**config.mk**
```make
export PLATFORM = sky130hd
export DESIGN_NAME = length_prefixed_frame_deframer_top
export DESIGN_NICKNAME = d
export VERILOG_FILES = /design/src/design/lpfd_pkg.sv /design/src/design/lpfd_in_stage.sv /design/src/design/lpfd_parser.sv /design/src/design/lpfd_out_stage.sv /design/src/design/length_prefixed_frame_deframer_top.sv
export SDC_FILE = /design/constraint.sdc
export NUM_CORES = 1
export LEC_CHECK = 0
export ABC_AREA = 0
export BUFFER_PORTS_ARGS = -buffer_cell sky130_fd_sc_hd__buf_2
export CORE_MARGIN = 4
export CORE_UTILIZATION = 30
export DETAILED_ROUTE_END_ITERATION = 12
export PLACE_DENSITY_LB_ADDON = 0.12
export SYNTH_ARGS = -nofsm -noshare
export SYNTH_HDL_FRONTEND = slang
export SYNTH_HIERARCHICAL = 1
export SYNTH_SLANG_ARGS = --single-unit
```
**constraint.sdc**
```tcl
create_clock -name clk -period 5.05 [get_ports clk]
set_input_delay 0.505 -clock clk [delete_from_list [all_inputs] [get_ports clk]]
set_output_delay 0.505 -clock clk [all_outputs]
set_load 0.05 [all_outputs]
```
**src/design/lpfd_pkg.sv**
```systemverilog
`timescale 1ns / 1ps

package lpfd_pkg;

    // Header layout, byte offsets into the message
    localparam int unsigned HEADER_BYTES = 14;
    localparam int unsigned CountWidth   = 4;
    localparam logic [CountWidth-1:0] OFS_SENDER   = 4'd0;
    localparam logic [CountWidth-1:0] OFS_RECEIVER = 4'd1;
    localparam logic [CountWidth-1:0] OFS_MSG_ID   = 4'd2;
    localparam logic [CountWidth-1:0] OFS_LENGTH   = 4'd6;
    localparam logic [CountWidth-1:0] OFS_LAST     = CountWidth'(HEADER_BYTES - 1);

    // Result kinds
    localparam logic KIND_HEADER = 1'b0;
    localparam logic KIND_BODY   = 1'b1;

    typedef struct packed {
        logic               kind;
        logic [7:0]         sender_id;
        logic [7:0]         receiver_id;
        logic signed [31:0] message_id;
        logic [63:0]        body_length;
        logic [7:0]         body_byte;
        logic               last;
    } result_t;

endpackage

```
**src/design/lpfd_in_stage.sv**
```systemverilog
`timescale 1ns / 1ps

// Input register: holds one stream byte until the parser consumes it.
module lpfd_in_stage
(
    input  logic       clk,
    input  logic       rst_n,
    input  logic       s_tvalid,
    output logic       s_tready,
    input  logic [7:0] s_tdata,
    input  logic       step,
    output logic       in_valid,
    output logic [7:0] in_byte
);

    logic       valid_reg;
    logic       valid_next;
    logic [7:0] byte_reg;
    logic       load;

    assign s_tready = !valid_reg || step;
    assign load     = s_tvalid && s_tready;

    always_comb
    begin
        valid_next = valid_reg;
        if (load)
        begin
            valid_next = 1'b1;
        end
        else if (step)
        begin
            valid_next = 1'b0;
        end
    end

    always_ff @(posedge clk or negedge rst_n)
    begin
        if (!rst_n)
        begin
            valid_reg <= 1'b0;
        end
        else
        begin
            valid_reg <= valid_next;
        end
    end

    always_ff @(posedge clk)
    begin
        if (load)
        begin
            byte_reg <= s_tdata;
        end
    end

    assign in_valid = valid_reg;
    assign in_byte  = byte_reg;

endmodule

```
**src/design/lpfd_parser.sv**
```systemverilog
`timescale 1ns / 1ps

// Header collection and body countdown. One byte per step.
module lpfd_parser
(
    input  logic                   clk,
    input  logic                   rst_n,
    input  logic                   in_valid,
    input  logic [7:0]             in_byte,
    input  logic                   out_free,
    output logic                   step,
    output logic                   res_valid,
    output lpfd_pkg::result_t      res
);

    logic                                in_body_reg;
    logic                                in_body_next;
    logic [lpfd_pkg::CountWidth-1:0]     count_reg;
    logic [lpfd_pkg::CountWidth-1:0]     count_next;
    logic [7:0]                          sender_reg;
    logic [7:0]                          sender_next;
    logic [7:0]                          receiver_reg;
    logic [7:0]                          receiver_next;
    logic [31:0]                         msg_id_reg;
    logic [31:0]                         msg_id_next;
    logic [63:0]                         length_reg;
    logic [63:0]                         length_next;
    logic [63:0]                         remaining_reg;
    logic [63:0]                         remaining_next;

    always_comb
    begin
        logic [lpfd_pkg::CountWidth-1:0] id_ofs;
        logic [lpfd_pkg::CountWidth-1:0] len_ofs;
        logic                            fin;

        id_ofs         = count_reg - lpfd_pkg::OFS_MSG_ID;
        len_ofs        = count_reg - lpfd_pkg::OFS_LENGTH;
        fin            = (remaining_reg[63:1] == 63'd0);

        in_body_next   = in_body_reg;
        count_next     = count_reg;
        sender_next    = sender_reg;
        receiver_next  = receiver_reg;
        msg_id_next    = msg_id_reg;
        length_next    = length_reg;
        remaining_next = remaining_reg;
        res_valid      = 1'b0;
        res.kind       = lpfd_pkg::KIND_HEADER;
        res.body_byte  = 8'd0;
        res.last       = 1'b0;

        if (in_body_reg)
        begin
            res_valid     = 1'b1;
            res.kind      = lpfd_pkg::KIND_BODY;
            res.body_byte = in_byte;
            res.last      = fin;
            if (remaining_reg != 64'd0)
            begin
                remaining_next = remaining_reg - 64'd1;
            end
            if (fin)
            begin
                in_body_next = 1'b0;
                count_next   = lpfd_pkg::OFS_SENDER;
            end
        end
        else
        begin
            if (count_reg == lpfd_pkg::OFS_SENDER)
            begin
                sender_next = in_byte;
            end
            else if (count_reg == lpfd_pkg::OFS_RECEIVER)
            begin
                receiver_next = in_byte;
            end
            else if (count_reg < lpfd_pkg::OFS_LENGTH)
            begin
                msg_id_next[{id_ofs[1:0], 3'b000} +: 8] = in_byte;
            end
            else
            begin
                length_next[{len_ofs[2:0], 3'b000} +: 8] = in_byte;
            end

            if (count_reg == lpfd_pkg::OFS_LAST)
            begin
                // header complete: a zero-length body closes the message here
                count_next = lpfd_pkg::OFS_SENDER;
                res_valid  = 1'b1;
                if (length_next == 64'd0)
                begin
                    res.last = 1'b1;
                end
                else
                begin
                    remaining_next = length_next;
                    in_body_next   = 1'b1;
                end
            end
            else
            begin
                count_next = count_reg + 1'b1;
            end
        end

        res.sender_id   = sender_next;
        res.receiver_id = receiver_next;
        res.message_id  = $signed(msg_id_next);
        res.body_length = length_next;
    end

    assign step = in_valid && (!res_valid || out_free);

    always_ff @(posedge clk or negedge rst_n)
    begin
        if (!rst_n)
        begin
            in_body_reg   <= 1'b0;
            count_reg     <= lpfd_pkg::OFS_SENDER;
            sender_reg    <= 8'd0;
            receiver_reg  <= 8'd0;
            msg_id_reg    <= 32'd0;
            length_reg    <= 64'd0;
            remaining_reg <= 64'd0;
        end
        else if (step)
        begin
            in_body_reg   <= in_body_next;
            count_reg     <= count_next;
            sender_reg    <= sender_next;
            receiver_reg  <= receiver_next;
            msg_id_reg    <= msg_id_next;
            length_reg    <= length_next;
            remaining_reg <= remaining_next;
        end
    end

endmodule

```
**src/design/lpfd_out_stage.sv**
```systemverilog
`timescale 1ns / 1ps

// Result register on the master side.
module lpfd_out_stage
(
    input  logic               clk,
    input  logic               rst_n,
    input  logic               load,
    input  lpfd_pkg::result_t  res,
    output logic               out_free,
    output logic               m_tvalid,
    input  logic               m_tready,
    output lpfd_pkg::result_t  held
);

    logic              valid_reg;
    logic              valid_next;
    lpfd_pkg::result_t res_reg;

    assign out_free = !valid_reg || m_tready;

    always_comb
    begin
        valid_next = valid_reg;
        if (load)
        begin
            valid_next = 1'b1;
        end
        else if (m_tready)
        begin
            valid_next = 1'b0;
        end
    end

    always_ff @(posedge clk or negedge rst_n)
    begin
        if (!rst_n)
        begin
            valid_reg <= 1'b0;
        end
        else
        begin
            valid_reg <= valid_next;
        end
    end

    always_ff @(posedge clk)
    begin
        if (load)
        begin
            res_reg <= res;
        end
    end

    assign m_tvalid = valid_reg;
    assign held     = res_reg;

endmodule

```
**src/design/length_prefixed_frame_deframer_top.sv**
```systemverilog
`timescale 1ns / 1ps

// Channel   Dir  tdata (low bit first)                               tuser  tlast
// s_*       in   in_byte[7:0]                                        -      -
// m_*       out  sender_id[7:0], receiver_id[7:0], message_id[31:0], kind   last
//                body_length[63:0], body_byte[7:0] (120 bits)
//
// One byte per cycle sustained while m_tready holds high: input register -> parser -> result register.
// An accepted byte is held in the input register, and its result in the result register.
// rst_n clears the parser back to header collection and empties both registers.
// A stall on m_tready holds the result register; the parser keeps consuming
// header bytes that make no result, and s_tready drops only once both
// registers are full.
module length_prefixed_frame_deframer_top
(
    input  logic         clk,
    input  logic         rst_n,
    // slave side: one stream byte per beat
    input  logic         s_tvalid,
    output logic         s_tready,
    input  logic [7:0]   s_tdata,     // in_byte[7:0]
    // master side: one result per beat
    output logic         m_tvalid,
    input  logic         m_tready,
    output logic [119:0] m_tdata,     // sender_id, receiver_id, message_id,
                                      // body_length, body_byte
    output logic         m_tuser,     // kind: 0 header, 1 body byte
    output logic         m_tlast      // end of message
);

    logic              in_valid;
    logic [7:0]        in_byte;
    logic              step;
    logic              res_valid;
    logic              out_free;
    lpfd_pkg::result_t res;
    lpfd_pkg::result_t held;

    lpfd_in_stage u_in_stage
    (
        .clk      (clk),
        .rst_n    (rst_n),
        .s_tvalid (s_tvalid),
        .s_tready (s_tready),
        .s_tdata  (s_tdata),
        .step     (step),
        .in_valid (in_valid),
        .in_byte  (in_byte)
    );

    lpfd_parser u_parser
    (
        .clk       (clk),
        .rst_n     (rst_n),
        .in_valid  (in_valid),
        .in_byte   (in_byte),
        .out_free  (out_free),
        .step      (step),
        .res_valid (res_valid),
        .res       (res)
    );

    // a result is written only on a step that produces one
    lpfd_out_stage u_out_stage
    (
        .clk      (clk),
        .rst_n    (rst_n),
        .load     (step && res_valid),
        .res      (res),
        .out_free (out_free),
        .m_tvalid (m_tvalid),
        .m_tready (m_tready),
        .held     (held)
    );

    assign m_tdata = {held.body_byte, held.body_length, held.message_id,
                      held.receiver_id, held.sender_id};
    assign m_tuser = held.kind;
    assign m_tlast = held.last;

endmodule

```
## Word-level counts from Yosys, hierarchy flattened

Cells that the tools add are included.

| cells by class | value |
|---|---|
| muxes and demuxes | 37 |
| reductions and logical operators | 18 |
| div/mod/pow operators | 0 |
| add/sub/neg operators | 6 |
| shift operators | 4 |
| multiply operators | 0 |
| equality and inequality tests | 5 |
| order comparisons | 1 |
| bitwise logic cells | 0 |

Operators by type and width:

| operator | number |
|---|---|
| 2-to-1 mux 64 bit | 9 |
| 2-to-1 mux 32 bit | 4 |
| bitwise mux 64 bit | 1 |
| logical NOT 64 bit | 1 |
| nonzero test 64 bit | 1 |
| variable shift 8 x 8 -> 64 bit, first input constant | 1 |
| indexed part select 8 x 8 -> 64 bit | 1 |
| subtractor 64 x 1 -> 64 bit, second input constant | 1 |
| logical NOT 63 bit | 1 |
| 2-to-1 mux 8 bit | 5 |
| bitwise mux 32 bit | 1 |
| variable shift 8 x 7 -> 32 bit, first input constant | 1 |
| indexed part select 8 x 7 -> 32 bit | 1 |
| 2-to-1 mux 1 bit | 14 |
| 2-to-1 mux 4 bit | 3 |
| negation 6 -> 8 bit | 1 |
| negation 5 -> 7 bit | 1 |
| nonzero test 2 bit | 3 |
| adder 4 x 1 -> 4 bit, second input constant | 1 |
| equality test 4 x 1 -> 1 bit, second input constant | 1 |
| equality test 4 bit, second input constant | 1 |
| logical NOT 4 bit | 1 |
| < comparator 4 x 3 -> 1 bit, second input constant | 1 |
| != test 2 bit, second input constant | 2 |
| other kinds (8) | 14 |

| word-level totals | value |
|---|---|
| input port bits | 12 |
| memories | 0 |
| bits in writable memories | 0 |
| latch bits | 0 |
| word-level logic and storage cells | 88 |
| register bits after elaboration | 313 |
| ROM bits | 0 |

## Logic depth before layout (Yosys ltp)

Gate-level depths: netlist (run 1).

| logic depth | value |
|---|---|
| depth after elaboration | 12 |
| gate-level depth with buffers | 17 |
| depth with buffers taken out | 11 |

## Modules after synthesis

Netlist (run 1), hierarchy kept.

Modules (own cells, without submodules):

| module | sequential area each (µm²) | cells an instance | area an instance (µm²) | instances |
|---|---|---|---|---|
| lpfd_parser | 4529.3 | 1461 | 12000.3 | 1 |
| lpfd_out_stage | 3688.5 | 125 | 3711.1 | 1 |
| lpfd_in_stage | 265.3 | 12 | 294.0 | 1 |
| length_prefixed_frame_deframer_top | 0.0 | 1 | 6.3 | 1 |

## Worst setup path after synthesis (run 1)

OpenSTA, ideal clock, no wires.

| timing | value |
|---|---|
| path kind | register to register |
| start | register u_parser/count_reg[1] (netlist bit) |
| end | register u_out_stage.valid_reg (netlist: u_out_stage/m_tvalid) |
| setup time | 0.084 ns |
| path slack | -0.390 ns |
| data arrival time | 5.356 ns |
| data required time | 4.966 ns |
| stages on the path, launching flop included | 10 |
| path buffers | 2 |
| cell sequence | dfrtp_1 inv_1 ha_1 a31oi_1 o21ai_1 inv_1 clkbuf_1 buf_1 and2_1 nand2b_2 |

| on the way | value |
|---|---|
| longest elaborated chain between the ends | 8 |
| elaborated cells on any way between the ends | 9 |
| those cells by class | eq/ne: 1; mux: 3; reduce/logical: 5 |

RTL lines:

| what | line | source |
|---|---|---|
| start: declaration | lpfd_parser.sv:18 | `logic [lpfd_pkg::CountWidth-1:0] count_reg;` |
| start signal: assignment | lpfd_parser.sv:122 | `count_reg <= lpfd_pkg::OFS_SENDER;` |
| start signal: assignment | lpfd_parser.sv:132 | `count_reg <= count_next;` |
| equality test 4 bit * | lpfd_parser.sv:88 | `if (count_reg == lpfd_pkg::OFS_LAST)` |
| 2-to-1 mux 1 bit * | lpfd_parser.sv:88 |  |
| 2-to-1 mux 1 bit * | lpfd_parser.sv:53 | `if (in_body_reg)` |
| logical NOT 1 bit * | lpfd_parser.sv:115 | `assign step = in_valid && (!res_valid \|\| out_free);` |
| logical OR 1 bit * | lpfd_parser.sv:115 |  |
| logical AND 1 bit * | lpfd_parser.sv:115 |  |
| named net step | length_prefixed_frame_deframer_top.sv:33 | `logic step;` |
| logical AND 1 bit * | length_prefixed_frame_deframer_top.sv:68 | `.load (step && res_valid),` |
| 2-to-1 mux 1 bit / nonzero test 2 bit (equally long branches) | n/a |  |
| end signal: assignment | lpfd_out_stage.sv:43 | `valid_reg <= valid_next;` |
| end: declaration | lpfd_out_stage.sv:16 | `logic valid_reg;` |

Mark *: on every way through the listed nets, which the timed path passes. The rest lies on a longest branch.
A chain may end at the register's enable or synchronous reset.

## Worst setup path after layout (run 1)

| timing | value |
|---|---|
| start | register u_parser/count_reg[0] (netlist bit) |
| end | register u_parser.remaining_reg[30] |

| on the way | value |
|---|---|
| longest elaborated chain between the ends | 11 |
| elaborated cells on any way between the ends | 25 |
| those cells by class | add/sub: 2; order compare: 1; eq/ne: 3; shift: 2; mux: 10; reduce/logical: 7 |

RTL lines:

| what | line | source |
|---|---|---|
| subtractor 3 bit | lpfd_parser.sv:38 | `len_ofs = count_reg - lpfd_pkg::OFS_LENGTH;` |
| negation 6 -> 8 bit | lpfd_parser.sv:85 | `length_next[{len_ofs[2:0], 3'b000} +: 8] = in_byte;` |
| indexed part select 8 x 8 -> 64 bit / variable shift 8 x 8 -> 64 bit (equally long branches) | lpfd_parser.sv:85 |  |
| bitwise mux 64 bit | lpfd_parser.sv:85 |  |
| 2-to-1 mux 64 bit | lpfd_parser.sv:79 | `else if (count_reg < lpfd_pkg::OFS_LENGTH)` |
| 2-to-1 mux 64 bit | lpfd_parser.sv:75 | `else if (count_reg == lpfd_pkg::OFS_RECEIVER)` |
| 2-to-1 mux 64 bit | lpfd_parser.sv:71 | `if (count_reg == lpfd_pkg::OFS_SENDER)` |
| 2-to-1 mux 64 bit | lpfd_parser.sv:53 |  |
| logical NOT 64 bit / 2-to-1 mux 64 bit (equally long branches) | lpfd_parser.sv:93 | `if (length_next == 64'd0)` |
| != test 2 x 1 -> 1 bit (no source line) / 2-to-1 mux 64 bit (equally long branches) | n/a |  |
| AND reduction 4 bit (no source line) / 2-to-1 mux 64 bit (equally long branches) | n/a |  |
| end signal: assignment | lpfd_parser.sv:137 | `remaining_reg <= remaining_next;` |
| end: declaration | lpfd_parser.sv:28 | `logic [63:0] remaining_reg;` |

Parallel ways exist; a longest one is shown, timed or not. The select of a mux whose other input is x is not followed.

==> run_results.csv, run 1 <==
group,metric,value,unit
status,status,"finished with violations",
status,violations,"hold timing",
detailed_routing,via_per_inst,5.30,
pwr,p_leak,8.38,nW
synthesis,ys_ff_latch,313,
die,die_h,239,um
clock_tree,clk_path_buf_depth,3,
sta,holdWs,-5.24,ps
global_routing,antenna_found_initial,0,
placement,place_congestion,0.893,
synthesis,synth_cell_type_count,83,
detailed_routing,wl_met1,25.5,mm
worst_setup_path,slowest_stage,"a21o_2",
sta,tightest_slew,1000,ps
worst_setup_path,critPathCaptureType,"register",
clock_tree,root_buffer,"clkbuf_16",
synthesis,yosysWarnings,6,
clock_tree,clk_pin_slew,60,ps
synthesis,ys_seq_area_share,53.0,%
global_routing,grt_start_max_net_pins,101,
pwr,power,6.87,mW
sta,tns,0,ps
placement,place_inst,2368,
sta,setup_viol,0,
synthesis,synth_nets,1621,
final_layout,drive_gt1_share,21.7,%
die,io_pins,136,
synthesis,synth_area_leaders,"dfrtp_1 (29%), edfxtp_1 (24%), nand2_1 (10%), mux2_2 (7.5%), nor2_1 (2.3%)",
clock_tree,numCtsBuffers,38,
die,die_area,57100,sq um
final_layout,fin_cells,2436,
clock_tree,cts_setup_buffers,0,
sta,min_period,4320,ps
sta,skew,21.0,ps
synthesis,synth-simple-area-share,23.3,%
synthesis,synth_flop_cell,"dfrtp_1",
clock_tree,insertion_delay,560,ps
placement,io_buffer_count,135,
synthesis,synth_fa_ha_area_share,0.781,%
detailed_routing,wl_per_cell,22.4,um
detailed_routing,top_layer_used,"met4",
synthesis,synth_top_family_by_area,"simple AND/OR/NAND/NOR gates",
worst_setup_path,start_kind,"register",
placement,dp_slack,757,ps
synthesis,synth_top_area_share,28.6,%
global_routing,grt-ovfl-total,0,
detailed_routing,wl_met3,3.30,mm
synthesis,synthArstFlopShare,58.5,%
synthesis,synth_enable_flop_cells,130,
detailed_routing,first_pass_iters,7,
global_routing,grt_pass1_wl,82.4,mm
die,start_util,30.4,%
pwr,ir_drop,198,uV
synthesis,synth_top_cell_by_area,"dfrtp_1",
die,die_w,239,um
worst_setup_path,required,5430,ps
sta,timing.fmax,231,MHz
final_layout,largest_reg_flops,122,
die,rows,84,
global_routing,grt_pass1_vias,12700,
worst_setup_path,critical_path_arrival,4700,ps
sta,hold_viol,1,
synthesis,synth_xor_area_share,0,%
synthesis,synth_cells,1599,
final_layout,area_growth,17.0,%
clock_tree,cts_tree,"built",
sta,relSlewSlack,32.8,%
worst_setup_path,cpPeakStageDelay,580,ps
final_layout,antenna_cells,0,
detailed_routing,vias,12900,
pwr,p_per_area,367,nW/um^2
sta,setup_ws,730,ps
worst_setup_path,path_common_cell,"ha_1",
synthesis,syn_avg_cell_area,10.0,sq um
final_layout,nets,1742,
synthesis,muxShareOfSynthArea,8.84,%
sta,rsz0062_at_grt,"false",
worst_setup_path,cp_cell_sequence,"clkinv_1 > ha_1 > ha_1 > nand2_1 > nor3_2 > buf_4 > mux2_2 > or4_1 > nor4_2 > and4_4 > a21o_2 > a222oi_1",
placement,dpl.hpwl,37.6,mm
clock_tree,h-tree-depth,2,
die,core,52700,sq um
detailed_routing,ant_nets,0,
sta,maxSlewViolCount,0,
min_path,hp-class,"in2async",
detailed_routing,drt_iter0_drc,1027,
detailed_routing,drt_wl_total,54.5,mm
detailed_routing,wl_met2,24.5,mm
detailed_routing,drc,0,
clock_tree,cts_resized,0,
worst_setup_path,r2r_slack,730,ps
global_routing,grtUsageTotal,18.7,%
worst_setup_path,crit_fanout,22,
clock_tree,cts.sinks,313,
sta,fin_crit_sh,85.5,%
synthesis,synth.cell_area,16000,sq um
synthesis,synth_compound_area_share,10.9,%
worst_setup_path,crit_type,"reg2reg",
flow_run,max_cap_viol_count,0,
clock_tree,holdBufCountCts,0,
==> cells in the mapped netlist (9+ instances only) <==
cell type,number
ha_1,10
nor2_1,96
a21oi_1,42
a31oi_1,9
nor3_1,42
and3_1,38
o221a_1,27
or4_1,12
or3_1,19
edfxtp_1,130
nand2b_1,10
nand3_1,23
nor4_1,30
buf_2,9
mux2_2,106
mux2i_1,21
o21ai_0,65
and2_1,21
clkbuf_1,66
nand2_1,441
a221o_1,14
inv_1,22
dfrtp_1,183
o31ai_1,30
==> cells by family (layout without fill, tap and decap cells) <==
logic type	count (synthesis)	count (layout)
compound gates	241	241
fa+ha+maj	10	10
simple gates	791	791
mux	128	128
buf+inv	116	265
flops	313	313
==> power breakdown <==
part           switching, mW  total, mW  leakage (nW)  internal, mW
logic                  0.916       1.15          4.01         0.231
clock network           1.13       2.78         0.616          1.65
registers             0.0960       2.94          3.75          2.84
==> worst paths after layout <==
path	startpoint	to	cells past startpoint
worst min-delay path	rst_n	u_parser/receiver_reg[2]	1
max in group asynchronous	rst_n	u_parser/remaining_reg[60]	2
worst max register to register	u_parser/count_reg[0]	u_parser/remaining_reg[30]	12
worst max-delay path	u_parser/count_reg[0]	u_parser/remaining_reg[30]	12
min in group clk	s_tdata[1]	u_in_stage/in_byte[1]	1
worst min register to register	u_parser/sender_reg[3]	u_parser/sender_reg[3]	2
==> cells in the final DEF, fill, tap and decap left out, types with 23 or more instances in the layout <==
master	instances
clkbuf_16	39
nor4_1	30
buf_2	134
o221a_1	27
nor3_1	42
mux2_2	106
and3_1	38
edfxtp_1	130
nand3_1	23
nor2_1	96
o31ai_1	30
nand2_1	441
o21ai_0	65
buf_4	37
dfrtp_1	182
a21oi_1	42
==> worst max-delay path: cells and delay by family (launching register included) <==
kind                     cells  cell delay, ps
adder cells (fa/ha/maj)      2             840
AO/OA/AOI/OAI                2             810
AND/OR/NAND/NOR              5            1350
multiplexers                 1             370
buffers and inverters        2             420
flip-flops                   1             340
==> metrics by stage <==
stage	area (sq um)	utilization, %
2_1_floorplan	16000	-
3_3_place_gp	17500	33.2
3_5_place_dp	17500	33.2
4_1_cts	18700	35.6
5_1_grt	18700	35.6
6_report	18700	35.6
==> final cells by class <==
cell class / count / area (sq um)
well taps: 688 / 861
repair buffers: 174 / 1000
clock buffers: 50 / 1070
fillers: 5307 / 33900
multi-input cells: 1170 / 7030
flip-flops and latches: 313 / 8480
clock inverters: 18 / 193
inverters: 23 / 88.8
==> per-layer routing <==
layer / up-vias / GRT usage, %
li1: 5980 / -
met1: 6443 / 27.4
met2: 401 / 28.7
met3: 76 / 3.58
met4: 0 / 4.56
met5: - / 0
Note: power is estimated with default switching activity, not from simulation.
==> run 2, diff against run 1 <==
- PLACE_DENSITY: not set -> 0.54
- PLACE_DENSITY_LB_ADDON: 0.12 -> not set
- SLEW_MARGIN: not set -> 20
==> run 2 against run 1 <==
  * The flow now finishes without violations
  * Clock power shrank 2%
  * Sequential power is essentially flat
  * Final cell count shrank 0.41%
  * Die area is the same
  * Register-to-register slack lost 210 ps
  * Setup slack lost 210 ps
  * Total power shrank 1.2%
  * Non-clock buffer count shrank 11
  * Utilization shrank 0.22 points
==> run_results.csv, run 2 (same netlist as run 1, synthesis figures left out) <==
group,metric,value,unit
status,status,"complete, no violations",
final_layout,area_growth,16.2,%
worst_setup_path,cp_cell_sequence,"clkinv_1 > ha_1 > buf_4 > ha_1 > nand2_1 > nor3_2 > mux2_2 > or4_1 > nor4_2 > and4_4 > a21o_2 > a222oi_1",
worst_setup_path,critical_path_arrival,4950,ps
sta,relSlewSlack,37.0,%
flow_run,max_cap_viol_count,0,
worst_setup_path,path_buf_inv,2,
sta,rsz0062_at_grt,"false",
die,die_area,57100,sq um
pwr,p_leak,8.31,nW
detailed_routing,drt_wl_total,51.3,mm
placement,place_inst,2357,
sta,timing.fmax,221,MHz
clock_tree,cts.sinks,313,
worst_setup_path,path_common_cell,"ha_1",
final_layout,largest_reg_flops,122,
sta,tns,0,ps
final_layout,final_util,35.3,%
sta,fin_crit_sh,89.8,%
clock_tree,cts_tree,"built",
sta,setup_ws,515,ps
die,die_w,239,um
global_routing,grtUsageTotal,17.6,%
global_routing,grt_pass1_vias,12300,
worst_setup_path,crit_family,"simple AND/OR/NAND/NOR gates",
sta,maxSlewViolCount,0,
global_routing,grt_pass1_wl,78.2,mm
detailed_routing,first_pass_iters,8,
clock_tree,insertion_delay,570,ps
detailed_routing,drc,0,
global_routing,antenna_found_initial,0,
placement,dp_slack,618,ps
die,core,52700,sq um
detailed_routing,drt_iter0_drc,1104,
worst_setup_path,slowest_stage,"or4_1",
placement,io_buffer_count,135,
placement,dpl.hpwl,35.0,mm
sta,min_period,4530,ps
worst_setup_path,required,5470,ps
pwr,p_per_area,365,nW/um^2
final_layout,final_cell_area,18600,sq um
worst_setup_path,crit_type,"reg2reg",
sta,setup_viol,0,
clock_tree,clk_path_buf_depth,3,
final_layout,layout.cells.most_common,"nand2_1",
min_path,hp-class,"in2async",
sta,tightest_slew,946,ps
final_layout,most-common-layout-cells,"nand2_1 (441), dfrtp_1 (182), buf_2 (134)",
clock_tree,cts_resized,0,
sta,hold_viol,0,
final_layout,fin_cells,2426,
pwr,ir_drop,209,uV
die,io_pins,136,
detailed_routing,wl_per_cell,21.2,um
placement,placed_cell_area,17400,sq um
final_layout,fillCellCount,5213,
clock_tree,h-tree-depth,2,
sta,skew,31.5,ps
placement,place_congestion,0.924,
clock_tree,clk_pin_slew,60,ps
worst_setup_path,crit_fanout,22,
global_routing,grt_start_max_net_pins,99,
global_routing,grt-ovfl-total,0,
clock_tree,numCtsBuffers,37,
clock_tree,root_buffer,"clkbuf_16",
detailed_routing,ant_nets,0,
final_layout,nets,1730,
worst_setup_path,start_kind,"register",
final_layout,drive_gt1_share,21.2,%
detailed_routing,vias,12900,
detailed_routing,via_per_inst,5.31,
clock_tree,holdBufCountCts,0,
die,start_util,30.4,%
die,die_h,239,um
worst_setup_path,critPathCaptureType,"register",
clock_tree,cts_setup_buffers,0,
worst_setup_path,cpPeakStageDelay,540,ps
die,rows,84,
run 2: power by group:
| part | internal, mW | switching [mW] | total [mW] |
|---|---|---|---|
| Sequential | 2.84 | 0.108 | 2.95 |
| Clock | 1.58 | 1.14 | 2.72 |
| Combinational | 0.222 | 0.896 | 1.12 |
| Total | 4.64 | 2.14 | 6.78 |
run 2: path summary, 6_finish.rpt:
| check | start | endpoint | slack [ps] | cells after the start |
|---|---|---|---|---|
| max | u_parser/count_reg[0] | u_parser/remaining_reg[30] | 520 | 12 |
| min | rst_n | u_parser/sender_reg[4] | 20 | 1 |
| max reg2reg | u_parser/count_reg[0] | u_parser/remaining_reg[30] | 520 | 12 |
| min reg2reg | u_parser/sender_reg[3] | u_parser/sender_reg[3] | 470 | 2 |
| max in group asynchronous | rst_n | u_parser/remaining_reg[27] | 3930 | 2 |
| min in group clk | s_tdata[0] | u_in_stage/in_byte[0] | 120 | 1 |
run 2: routing by layer:
metal,vias up,GRT usage (%),share of wire [%]
met3,88,3.00,6.5
met2,475,27.4,45
met5,-,0,0
met4,0,5.56,2.9
met1,6356,25.1,45
li1,5964,-,-
run 2: layout make-up:
cell class / count / area (sq um) / area share, %
clock buffer: 46 / 1000 / 5.37
sequential: 313 / 8480 / 45.6
clock inverter: 22 / 226 / 1.22
timing repair buffer: 163 / 917 / 4.93
inverter: 23 / 87.6 / 0.471
antenna: 1 / 2.50 / 0.0134
multi-input combinational: 1170 / 7030 / 37.8
tap: 688 / 861 / 4.63
run 2: stage by stage:
stage          hold WS (ps)  power (mW)
3_3_place_gp            452        4.11
2_1_floorplan           209        3.79
4_1_cts                47.9        6.86
6_report               20.7        6.78
5_1_grt                88.2        7.04
3_5_place_dp            458        4.12
